**src/rtl/bol_pkg.sv**
```systemverilog
// bol_pkg: shared types and constants for the bounded ordered list unit
// operation and status codes, sequencer states, fixed field widths
// no dependencies
package bol_pkg;

	// fixed payload widths
	localparam int VALUE_W = 32;
	localparam int POS_W   = 4;
	localparam int COUNT_W = 5;

	// operation requested by one transaction
	typedef enum logic [1:0] {
		FUNC_APPEND = 2'd0,
		FUNC_REMOVE = 2'd1,
		FUNC_ROTATE = 2'd2,
		FUNC_SEARCH = 2'd3
	} func_t;

	// result status
	typedef enum logic [1:0] {
		ST_DONE      = 2'd0,
		ST_FULL      = 2'd1,
		ST_EMPTY     = 2'd2,
		ST_NOT_FOUND = 2'd3
	} status_t;

	// sequencer states
	typedef enum logic [2:0] {
		S_IDLE,
		S_DECODE,
		S_ROTATE,
		S_SCAN,
		S_SHIFT,
		S_FINISH
	} state_t;

endpackage

```
**src/rtl/bol_req_if.sv**
```systemverilog
// bol_req_if: request channel of the bounded ordered list unit
// carries valid, ready, the operation and its operand
// depends on bol_pkg
interface bol_req_if;
	import bol_pkg::*;

	logic                      valid;
	logic                      ready;
	func_t                     func;
	logic signed [VALUE_W-1:0] value;

	modport source(output valid, output func, output value, input ready);
	modport sink(input valid, input func, input value, output ready);

endinterface

```
**src/rtl/bol_rsp_if.sv**
```systemverilog
// bol_rsp_if: response channel of the bounded ordered list unit
// carries valid, ready, status, matched position, count and flags
// depends on bol_pkg
interface bol_rsp_if;
	import bol_pkg::*;

	logic               valid;
	logic               ready;
	status_t            status;
	logic [POS_W-1:0]   found_position;
	logic [COUNT_W-1:0] entry_count;
	logic               is_full;
	logic               is_empty;

	modport source(output valid, output status, output found_position, output entry_count,
		output is_full, output is_empty, input ready);
	modport sink(input valid, input status, input found_position, input entry_count,
		input is_full, input is_empty, output ready);

endinterface

```
**src/rtl/bounded_ordered_list_unit.sv**
```systemverilog
// bounded_ordered_list_unit: ordered list of up to DEPTH signed values
// ring buffer in bol_ram walked by a small sequencer with one comparator
// depends on bol_pkg, bol_req_if, bol_rsp_if, bol_ram
//
//  channel | direction | payload                                         | handshake
//  req     | in        | func, value                                     | valid/ready
//  rsp     | out       | status, found_position, entry_count, is_full,   | valid/ready
//          |           | is_empty                                        |
//
// append writes in S_DECODE; rotate moves the tail entry to just before the head
// search and remove walk the entries through the single RAM read port, one per cycle
// reset clears count, head and the sequencer; the entry RAM needs no clearing
// req is ready only while the sequencer is idle; a held result does not block the next request
// a stalled rsp holds the sequencer in its final state until the output register frees
module bounded_ordered_list_unit #(
	parameter int DEPTH = 16
) (
	input  logic      clk,
	input  logic      arst_n,
	bol_req_if.sink   req,
	bol_rsp_if.source rsp
);
	import bol_pkg::*;

	localparam int IDX_W = (DEPTH > 1) ? $clog2(DEPTH) : 1;
	localparam int CW    = $clog2(DEPTH + 1);
	localparam logic [IDX_W:0]   SPAN = (IDX_W + 1)'(DEPTH);
	localparam logic [IDX_W-1:0] LAST = IDX_W'(DEPTH - 1);

	// ring address of logical offset off from base
	function automatic logic [IDX_W-1:0] phys_addr(input logic [IDX_W-1:0] base,
		input logic [IDX_W-1:0] off);
		logic [IDX_W:0] sum;
		sum = {1'b0, base} + {1'b0, off};
		if (sum >= SPAN) begin
			sum = sum - SPAN;
		end
		return sum[IDX_W-1:0];
	endfunction

	state_t             state_q, state_d;
	func_t              func_q;
	logic [VALUE_W-1:0] value_q;
	logic [IDX_W-1:0]   head_q;
	logic [CW-1:0]      count_q;
	logic [CW-1:0]      issue_q;
	logic               cmp_vld_q;
	logic [IDX_W-1:0]   cmp_idx_q;
	logic [IDX_W-1:0]   pos_q;
	status_t            status_q;

	logic               rsp_vld_q;
	status_t            rsp_status_q;
	logic [POS_W-1:0]   rsp_pos_q;
	logic [COUNT_W-1:0] rsp_cnt_q;
	logic               rsp_full_q;
	logic               rsp_empty_q;

	logic               ram_we, ram_re;
	logic [IDX_W-1:0]   ram_waddr, ram_raddr;
	logic [VALUE_W-1:0] ram_wdata, rd_data;

	logic             cnt_full, cnt_zero, cnt_small;
	logic             issue_ok, issue_go, rd_hit, scan_done, rsp_free;
	logic [CW-1:0]    cnt_m1;
	logic [IDX_W-1:0] tail_addr, head_m1;

	// entry storage
	bol_ram #(
		.DEPTH(DEPTH),
		.AW   (IDX_W)
	) u_ram (
		.clk  (clk),
		.we   (ram_we),
		.waddr(ram_waddr),
		.wdata(ram_wdata),
		.re   (ram_re),
		.raddr(ram_raddr),
		.rdata(rd_data)
	);

	// status of count, walk pointer and comparator
	always_comb begin
		cnt_full  = (count_q == CW'(DEPTH));
		cnt_zero  = (count_q == '0);
		cnt_small = (count_q < CW'(2));
		cnt_m1    = count_q - CW'(1);
		tail_addr = phys_addr(head_q, cnt_m1[IDX_W-1:0]);
		head_m1   = (head_q == '0) ? LAST : head_q - IDX_W'(1);
		issue_ok  = (issue_q < count_q);
		rd_hit    = cmp_vld_q && (rd_data == value_q);
		scan_done = !issue_ok && !cmp_vld_q;
		rsp_free  = !rsp_vld_q || rsp.ready;
	end

	// next state
	always_comb begin
		state_d = state_q;
		case (state_q)
			S_IDLE: begin
				if (req.valid) begin
					state_d = S_DECODE;
				end
			end
			S_DECODE: begin
				case (func_q)
					FUNC_APPEND: state_d = S_FINISH;
					FUNC_ROTATE: state_d = cnt_small ? S_FINISH : S_ROTATE;
					default:     state_d = cnt_zero ? S_FINISH : S_SCAN;
				endcase
			end
			S_ROTATE: state_d = S_FINISH;
			S_SCAN: begin
				if (rd_hit) begin
					state_d = (func_q == FUNC_REMOVE) ? S_SHIFT : S_FINISH;
				end else if (scan_done) begin
					state_d = S_FINISH;
				end
			end
			S_SHIFT: begin
				if (scan_done) begin
					state_d = S_FINISH;
				end
			end
			S_FINISH: begin
				if (rsp_free) begin
					state_d = S_IDLE;
				end
			end
			default: state_d = S_IDLE;
		endcase
	end

	// ram control and handshake outputs
	always_comb begin
		ram_we    = 1'b0;
		ram_waddr = '0;
		ram_wdata = value_q;
		ram_re    = 1'b0;
		ram_raddr = '0;
		issue_go  = 1'b0;
		case (state_q)
			S_DECODE: begin
				if (func_q == FUNC_APPEND && !cnt_full) begin
					ram_we    = 1'b1;
					ram_waddr = phys_addr(head_q, count_q[IDX_W-1:0]);
				end
				if (func_q == FUNC_ROTATE) begin
					ram_re    = 1'b1;
					ram_raddr = tail_addr;
				end
			end
			S_ROTATE: begin
				ram_we    = 1'b1;
				ram_waddr = head_m1;
				ram_wdata = rd_data;
			end
			S_SCAN: begin
				issue_go  = issue_ok;
				ram_re    = issue_ok;
				ram_raddr = phys_addr(head_q, issue_q[IDX_W-1:0]);
			end
			S_SHIFT: begin
				issue_go  = issue_ok;
				ram_re    = issue_ok;
				ram_raddr = phys_addr(head_q, issue_q[IDX_W-1:0]);
				ram_we    = cmp_vld_q;
				ram_waddr = phys_addr(head_q, cmp_idx_q - IDX_W'(1));
				ram_wdata = rd_data;
			end
			default: begin
				ram_we = 1'b0;
			end
		endcase
	end

	assign req.ready = (state_q == S_IDLE);

	// control registers
	always_ff @(posedge clk or negedge arst_n) begin
		if (!arst_n) begin
			state_q   <= S_IDLE;
			count_q   <= '0;
			head_q    <= '0;
			issue_q   <= '0;
			cmp_vld_q <= 1'b0;
			rsp_vld_q <= 1'b0;
		end else begin
			state_q <= state_d;
			case (state_q)
				S_DECODE: begin
					issue_q   <= '0;
					cmp_vld_q <= 1'b0;
					if (func_q == FUNC_APPEND && !cnt_full) begin
						count_q <= count_q + CW'(1);
					end
				end
				S_ROTATE: head_q <= head_m1;
				S_SCAN: begin
					if (issue_go) begin
						issue_q <= issue_q + CW'(1);
					end
					cmp_vld_q <= issue_go;
				end
				S_SHIFT: begin
					if (issue_go) begin
						issue_q <= issue_q + CW'(1);
					end
					cmp_vld_q <= issue_go;
					if (scan_done) begin
						count_q <= cnt_m1;
					end
				end
				default: begin
					cmp_vld_q <= 1'b0;
				end
			endcase
			if (state_q == S_FINISH && rsp_free) begin
				rsp_vld_q <= 1'b1;
			end else if (rsp.ready) begin
				rsp_vld_q <= 1'b0;
			end
		end
	end

	// payload registers
	always_ff @(posedge clk) begin
		if (req.valid && req.ready) begin
			func_q  <= req.func;
			value_q <= req.value;
		end
		if (ram_re) begin
			cmp_idx_q <= issue_q[IDX_W-1:0];
		end
		case (state_q)
			S_DECODE: begin
				pos_q <= '0;
				case (func_q)
					FUNC_APPEND: status_q <= cnt_full ? ST_FULL : ST_DONE;
					FUNC_REMOVE: status_q <= cnt_zero ? ST_EMPTY : ST_DONE;
					FUNC_SEARCH: status_q <= cnt_zero ? ST_NOT_FOUND : ST_DONE;
					default:     status_q <= ST_DONE;
				endcase
			end
			S_SCAN: begin
				if (rd_hit) begin
					pos_q <= cmp_idx_q;
				end else if (scan_done) begin
					status_q <= ST_NOT_FOUND;
				end
			end
			default: begin
				pos_q <= pos_q;
			end
		endcase
		if (state_q == S_FINISH && rsp_free) begin
			rsp_status_q <= status_q;
			rsp_pos_q    <= POS_W'(pos_q);
			rsp_cnt_q    <= COUNT_W'(count_q);
			rsp_full_q   <= cnt_full;
			rsp_empty_q  <= cnt_zero;
		end
	end

	// response outputs
	assign rsp.valid          = rsp_vld_q;
	assign rsp.status         = rsp_status_q;
	assign rsp.found_position = rsp_pos_q;
	assign rsp.entry_count    = rsp_cnt_q;
	assign rsp.is_full        = rsp_full_q;
	assign rsp.is_empty       = rsp_empty_q;

`ifndef SYNTHESIS
	// count never passes the capacity
	a_count_bound: assert property (@(posedge clk) disable iff (!arst_n)
		count_q <= CW'(DEPTH))
		else $error("entry count above capacity");

	// a refused append reports a full list
	a_full_flag: assert property (@(posedge clk) disable iff (!arst_n)
		rsp_vld_q && rsp_status_q == ST_FULL |-> rsp_full_q)
		else $error("full status without full flag");

	// a refused remove reports an empty list
	a_empty_flag: assert property (@(posedge clk) disable iff (!arst_n)
		rsp_vld_q && rsp_status_q == ST_EMPTY |-> rsp_empty_q)
		else $error("empty status without empty flag");

	// a position is only reported on a match
	a_pos_done: assert property (@(posedge clk) disable iff (!arst_n)
		rsp_vld_q && rsp_pos_q != '0 |-> rsp_status_q == ST_DONE)
		else $error("position reported without match");

	// compaction only runs on a nonempty list
	a_shift_nonempty: assert property (@(posedge clk) disable iff (!arst_n)
		state_q == S_SHIFT |-> !cnt_zero)
		else $error("compaction on empty list");
`endif

endmodule

```
**src/rtl/bol_ram.sv**
```systemverilog
// bol_ram: entry storage, one write port and one registered read port
// holds the list values in ring order
// depends on bol_pkg
module bol_ram #(
	parameter int DEPTH = 16,
	parameter int AW    = $clog2(DEPTH)
) (
	input  logic                        clk,
	input  logic                        we,
	input  logic [AW-1:0]               waddr,
	input  logic [bol_pkg::VALUE_W-1:0] wdata,
	input  logic                        re,
	input  logic [AW-1:0]               raddr,
	output logic [bol_pkg::VALUE_W-1:0] rdata
);
	import bol_pkg::*;

	logic [VALUE_W-1:0] mem [DEPTH];
	logic [VALUE_W-1:0] rdata_q;

	// write port and registered read port
	always_ff @(posedge clk) begin
		if (we) begin
			mem[waddr] <= wdata;
		end
		if (re) begin
			rdata_q <= mem[raddr];
		end
	end

	assign rdata = rdata_q;

endmodule

```
**src/flat_wrapper.sv**
```systemverilog
// flat-port wrapper written by rule: the top's interface ports become plain ports
module bounded_ordered_list_unit_flat import bol_pkg::*;
#(
	parameter int DEPTH = 16
)
  (clk, arst_n, req_valid, req_func, req_value, req_ready, rsp_valid, rsp_status, rsp_found_position, rsp_entry_count, rsp_is_full, rsp_is_empty, rsp_ready);
  bol_req_if req_i ();
  bol_rsp_if rsp_i ();
  input  logic clk;
  input  logic arst_n;
  input wire logic [$bits(req_i.valid)-1:0] req_valid;
  input wire logic [$bits(req_i.func)-1:0] req_func;
  input wire logic [$bits(req_i.value)-1:0] req_value;
  output wire logic [$bits(req_i.ready)-1:0] req_ready;
  output wire logic [$bits(rsp_i.valid)-1:0] rsp_valid;
  output wire logic [$bits(rsp_i.status)-1:0] rsp_status;
  output wire logic [$bits(rsp_i.found_position)-1:0] rsp_found_position;
  output wire logic [$bits(rsp_i.entry_count)-1:0] rsp_entry_count;
  output wire logic [$bits(rsp_i.is_full)-1:0] rsp_is_full;
  output wire logic [$bits(rsp_i.is_empty)-1:0] rsp_is_empty;
  input wire logic [$bits(rsp_i.ready)-1:0] rsp_ready;
  assign req_i.valid = req_valid;
  assign req_i.func = req_func;
  assign req_i.value = req_value;
  assign req_ready = req_i.ready;
  assign rsp_valid = rsp_i.valid;
  assign rsp_status = rsp_i.status;
  assign rsp_found_position = rsp_i.found_position;
  assign rsp_entry_count = rsp_i.entry_count;
  assign rsp_is_full = rsp_i.is_full;
  assign rsp_is_empty = rsp_i.is_empty;
  assign rsp_i.ready = rsp_ready;
  bounded_ordered_list_unit #(.DEPTH(DEPTH)) u_core (.clk(clk), .arst_n(arst_n), .req(req_i), .rsp(rsp_i));
endmodule
```
**config.mk**
```make
export PLATFORM = sky130hd
export DESIGN_NAME = bounded_ordered_list_unit_flat
export DESIGN_NICKNAME = d
export VERILOG_FILES = /design/src/rtl/bol_pkg.sv /design/src/rtl/bol_req_if.sv /design/src/rtl/bol_rsp_if.sv /design/src/rtl/bounded_ordered_list_unit.sv /design/src/rtl/bol_ram.sv /design/src/flat_wrapper.sv
export SDC_FILE = /design/constraint.sdc
export NUM_CORES = 1
export LEC_CHECK = 0
export ABC_AREA = 1
export ABC_CLOCK_PERIOD_IN_PS = 5150
export BUFFER_PORTS_ARGS = -buffer_cell sky130_fd_sc_hd__buf_2
export CAP_MARGIN = 15
export CORE_ASPECT_RATIO = 0.7
export CORE_UTILIZATION = 40
export CTS_CLUSTER_SIZE = 10
export DETAILED_ROUTE_END_ITERATION = 8
export SLEW_MARGIN = 20
export SYNTH_ARGS = -nofsm -noshare
export SYNTH_HDL_FRONTEND = slang
export SYNTH_HIERARCHICAL = 1
export SYNTH_SLANG_ARGS = --single-unit
```
**constraint.sdc**
```tcl
create_clock -name clk -period 5.15 [get_ports clk]
set_clock_uncertainty 0.2 [all_clocks]
set_input_delay 1.03 -clock clk [delete_from_list [all_inputs] [get_ports clk]]
set_output_delay 1.03 -clock clk [all_outputs]
set_load 0.01 [all_outputs]
```
# After elaboration in Yosys (flattened, before gate mapping)
# Memories as Yosys holds them, arrays and structs flattened. A register that Yosys moved wholly into a read port is not among the register bits.
# Cells that the tools add are included.
[word_totals] n_memories=1 latchBits=0 reg_bits=76 rom_bits=0 ram_bits=512 output_inout_bits=15
[op_classes] n_mux=43 multipliers=0 bitwise=0 eq_ne=18 n_addsub=13 div_mod_pow=0 magnitude_cmp=6 shifts=0 n_reduce_logical=25
[memory_table] name="u_core.u_ram.mem" words=16 word_bits=32 read_ports=1 rd_ports_with_merged_regs=1 write_ports=1 line="bol_ram.sv:18" rtl="logic [VALUE_W-1:0] mem [DEPTH];"
[ops] op="$eq A32 B32 Y1" n=1
[ops] op="$mux W32" n=1
[ops] op="$mux W4" n=8
[ops] op="$sub A4 B1 Y4 const B" n=6
[ops] op="$add A4 B4 Y5" n=4
[ops] op="$ge A5 B5 Y1 const B" n=4
[ops] op="$pmux W5 S2" n=2
[ops] op="$mux W3" n=6
[ops] op="$pmux W3 S6" n=1
[ops] op="$pmux W4 S2" n=2
[ops] op="$mux W5" n=3
[ops] op="$ne A2 B1 Y1 const B" n=6
[ops] op="$pmux W4 S3" n=1
[ops] op="$add A5 B1 Y5 const B" n=2
[ops] op="$mux W1" n=9
[ops] op="$mux W2" n=4
[ops] op="$reduce_bool A2 Y1" n=4
[ops] op="$eq A3 B2 Y1 const B" n=2
[ops] op="$eq A3 B3 Y1 const B" n=2
[ops] op="$pmux W2 S3" n=1
[ops] op="$pmux W3 S2" n=1
[ops] op="$reduce_and A2 Y1" n=3
[ops] op="$reduce_and A3 Y1" n=2
[ops] op="$eq A5 B5 Y1 const B" n=1
[ops] op="other kinds (18)" n=29

# Longest topological paths before layout
[depth] word_depth=7 depth_mapped=15 depth_no_buf=13

# Modules after synthesis
# Netlist, hierarchy kept.
[modules_own_cells] mod="bol_ram" cells_per_inst=2120 instances=1 seq_area_each_um2=16335.7 area_per_inst_um2=23050.9
[modules_own_cells] mod="bounded_ordered_list_unit" cells_per_inst=528 instances=1 seq_area_each_um2=2187.1 area_per_inst_um2=4551.9

# Worst setup path after synthesis
# Ideal clock, no wire load.
[synth_path] path_kind="register -> register" start="register u_core.cmp_idx_q[0]" end="memory u_core.u_ram.mem[4][0] (enable)" setup_time_ns=0.421 stages_incl_launch_ff=12 arrival_time_ns=3.245 n_path_buf=0 slack_ns=1.284 period_less_slack_ns=3.866 cell_sequence="edfxtp_1 > inv_1 > ha_1 > xor2_1 > ha_1 > nand2_1 > nor2_1 > a211oi_1 > xnor2_1 > o221ai_1 > nand3b_1 > nor2_1"
[synth_between] elab_chain_len=5
[synth_rtl] element="start: declaration" line="bounded_ordered_list_unit.sv:48" rtl="logic [IDX_W-1:0] cmp_idx_q;"
[synth_rtl] element="start signal: assignment" line="bounded_ordered_list_unit.sv:233" rtl="cmp_idx_q <= issue_q[IDX_W-1:0];"
[synth_rtl] element="$sub A4 B1 Y4 (*)" line="bounded_ordered_list_unit.sv:168" rtl="ram_waddr = phys_addr(head_q, cmp_idx_q - IDX_W'(1));"
[synth_rtl] element="$add A4 B4 Y5 (*)" line="bounded_ordered_list_unit.sv:34" rtl="sum = {1'b0, base} + {1'b0, off};"
[synth_rtl] element="$sub A4 B1 Y4 / $ge A5 B5 Y1 (equally long branches)" line="bounded_ordered_list_unit.sv:36, bounded_ordered_list_unit.sv:35"
[synth_rtl] element="$mux W4 (*)" line="bounded_ordered_list_unit.sv:35" rtl="if (sum >= SPAN) begin"
[synth_rtl] element="$pmux W4 S3 (*)" line="bounded_ordered_list_unit.sv:142" rtl="case (state_q)"
[synth_rtl] element="via u_core.ram_waddr[3]" line="bounded_ordered_list_unit.sv:60" rtl="logic [IDX_W-1:0] ram_waddr, ram_raddr;"
[synth_rtl] element="end: declaration" line="bol_ram.sv:18"
# The timed path passes the listed nets; every way through them passes the cells marked *.

# Worst setup path in the final report
[layout_path] start="register u_core.cmp_idx_q[0]" end="memory u_core.u_ram.mem[0][19] (enable)"
# Same word-level chain as after synthesis.

==> impl_results.md <==
* Status: finished clean
* Initial antenna violation count at 0
* Number of buffers created by CTS at 72
* Sink Count at 620
* Setup-failing EPs final at 0
* Fin. Hold Viols at 0
* R2r startpoint: u_core/cmp_idx_q[0]
* Post-CTS Setup Inserts at 0
* Avg WL per Cell at 18.6 µm
* Routed Antenna Nets at 0
* CP Capture Type: register
* Worst-Margin Slew at 1090 ps
* Synth Instances at 2648
* Critical Path Slowest Stage Cell: buf_4
* Vias in the first global route at 17600
* Compound-gate portion of the synthesized area at 1.62%
* Commonest non-fill, non-tap cell in the layout: nand2_1
* Largest family of logic cells by synthesized area: simple AND/OR/NAND/NOR gates
* Yosys reg bits at 620
* Most frequent cells in the layout: nand2_1, edfxtp_1, inv_1, nand3_1, clkbuf_16
* CP required at between 5000 and 6000 ps
* Slew headroom at a little over a quarter
* Xor/xnor share of the synthesized area at 0.825%
* Synthesized area per cell at 10.4 µm²
* Adder-cell share of the synthesized area at between 1 and 1.5%
* Vias per cell at 4.99
* 1st-pass router iterations at 8
* Residual DRC at 0
* Clock Path Buffers at 3
* Fill cells at about 6300
* Initial core utilization at 40.5%
* Vias at approximately 18000
* Nature of the critical path startpoint: register
* Post-CTS resize count at 0
* Post-synth EDFFs at 601
* Reg clk slew, reported paths at 60 ps
* YS warnings at 6
* CTS H-tree depth at 3
* RSZ-0062 raised after global routing: no
* I/O Buffers at 52
* FMAX at 0.262 GHz
* Die H at roughly 220 µm
* DP Area at 0.0290 mm²
* Power Density at 626 mW/mm²
* Clock root buffer: clkbuf_16
* Crit path launch: u_core/cmp_idx_q[0]
* Final nets at 2775
* # diodes at 0
* # rows at 80
* Peak VDD IR at 0.000622 V
* Max incr delay on CP at 570 ps
* Setup TNS at 0 ps
* Final period util at around 74%
* Post-Route WL at between 60 and 70 mm
* Synth Area in Simple Gates at 19.8%
* Slew Viols, Final at 0
* CTS tree: done
* Die W at 316 µm
* Critical path class: reg -> reg
* Area grow syn2layout at 12.4%
* Top-level port count at 53
* Full die area at 0.0701 mm²
* Total gr overflow at 0
* Synth cell types at 40
* Fin area at about 0.031 mm²
* Hold-fix buffers, CTS at 0
* Multi-input logic area at slightly below 0.007 mm²
* Post-synthesis mux area share at 0.122%
* Post-Syn Nets at around 2700
* Seq. cell area at 0.0185 mm²
* First-pass GRT wire length at 104 mm
* Clk Latency, worst-skew pair at ~600 ps
* Maxcap violations at 0
* Fin util at 45.5%
* Pin count of the biggest net entering global routing at 189
* Post-DP HPWL at 36.9 mm
* Crit path cell chain: inv_1 > ha_1 > xor2_1 > ha_1 > nand2_1 > nor2_1 > a211oi_1 > xnor2_1 > o221ai_1 > nor2_1 > nand2_1 > nor2_4 > buf_4
* Initial DRC Count at between 1500 and 2000
* GP Congestion at 0.823
* Hold_ws at 187 ps
* Mapped Area at 0.0276 mm²
* Core area at 0.0682 mm²
* Crit Path Max Fanout at 24
* Layout cells sized above 1 at approximately 8.5%
* All-Layer GR Usage at around a fifth
* Crit path DAT at 3850 ps
* Hold/Removal Path Class: in -> async
* Minimum clock period at 3820 ps
* Lkg Pwr at 0.0130 µW
* Dominant synthesized flop cell: edfxtp_1
* Sequential area share after synthesis at 67.1%
* Ys async rst share at 3.06%
[kinds of logic after synthesis]
| kind of cell | Yosys count |
|---|---|
| AO/OA/AOI/OAI | 76 |
| XOR/XNOR | 26 |
| adder cells (fa/ha/maj) | 26 |
| buffers and inverters | 593 |
| flip-flops | 620 |
| multiplexers | 3 |
| AND/OR/NAND/NOR | 1304 |
[state kept, by name, summed over array words and instances, names as in the netlist, 3 cells and up]
register,count
u_core/u_ram/rdata,32
u_core/cmp_idx_q,4
u_core/state_q,3
u_core/issue_q,5
u_core/head_q,4
u_core/pos_q,4
u_core/rsp.found_position,4
u_core/u_ram/mem,512
u_core/count_q,5
u_core/value_q,32
u_core/rsp.entry_count,5
[layout make-up]
type                    instances  area share (%)
flip-flops and latches        620            59.7
repair buffers                102            2.74
clock buffers                  86            6.25
multi-input cells            1435            21.7
inverters                     480            5.84
well taps                     902            3.64
clock inverters                 5           0.117
[critical path: cells and delay by family (launching register included)]
family	cells	cell delay, ps
flops	1	360
fa+ha+maj	2	470
compound gates	2	450
simple gates	5	890
buf+inv	2	700
xor+xnor	2	360
[worst paths after layout]
kind	end	slack (ps)	cells past startpoint
min in group clk	u_core/rsp.status[1]	220	0
worst max-delay path	u_core/u_ram/mem[0][19]	1330	13
max in group asynchronous	u_core/count_q[1]	4220	1
worst min-delay path	u_core/head_q[3]	190	1
worst max register to register	u_core/u_ram/mem[0][19]	1330	13
worst min register to register	u_core/rsp.status[1]	220	0
[power breakdown]
part	internal (µW)	total [µW]	switching, µW
Clock	2620	4500	1880
Combinational	2050	7380	5330
Sequential	7220	7550	326
[through the flow]
step                      std cells  power, µW  worst slack, ps
after floorplan                2648      12600             1280
after global placement         3537      14800             1140
after detailed placement       3537      15000             1210
after CTS                      3628      19500             1210
after global routing           3630      20600             1170
final                          3630      19400             1330
[Yosys cell counts (all sizes together) (3+ instances only)]
cell type  number  share of area [%]
nand3         402                7.3
dfrtp          19                1.7
inv           480                6.5
a21oi          10               0.18
o211ai          5               0.20
clkbuf         17               0.23
xor2           17               0.54
mux2            3               0.12
nand2         824                 11
nand4           4              0.091
fa              4               0.29
ha             22                1.0
xnor2           9               0.29
o21ai          46               0.83
o31ai           3              0.082
o22ai           5               0.11
o221ai          3              0.095
buf            96                2.5
edfxtp        601                 65
nor2           68                1.0
[per-layer routing]
metal	up-vias	GRT usage (%)	wire [µm]
met5	-	0	0
met4	0	5.20	1370
met2	596	29.1	29500
met3	98	3.59	4800
li1	8691	-	-
met1	8738	29.5	31800
No activity file was read; power rests on OpenSTA's default activity.
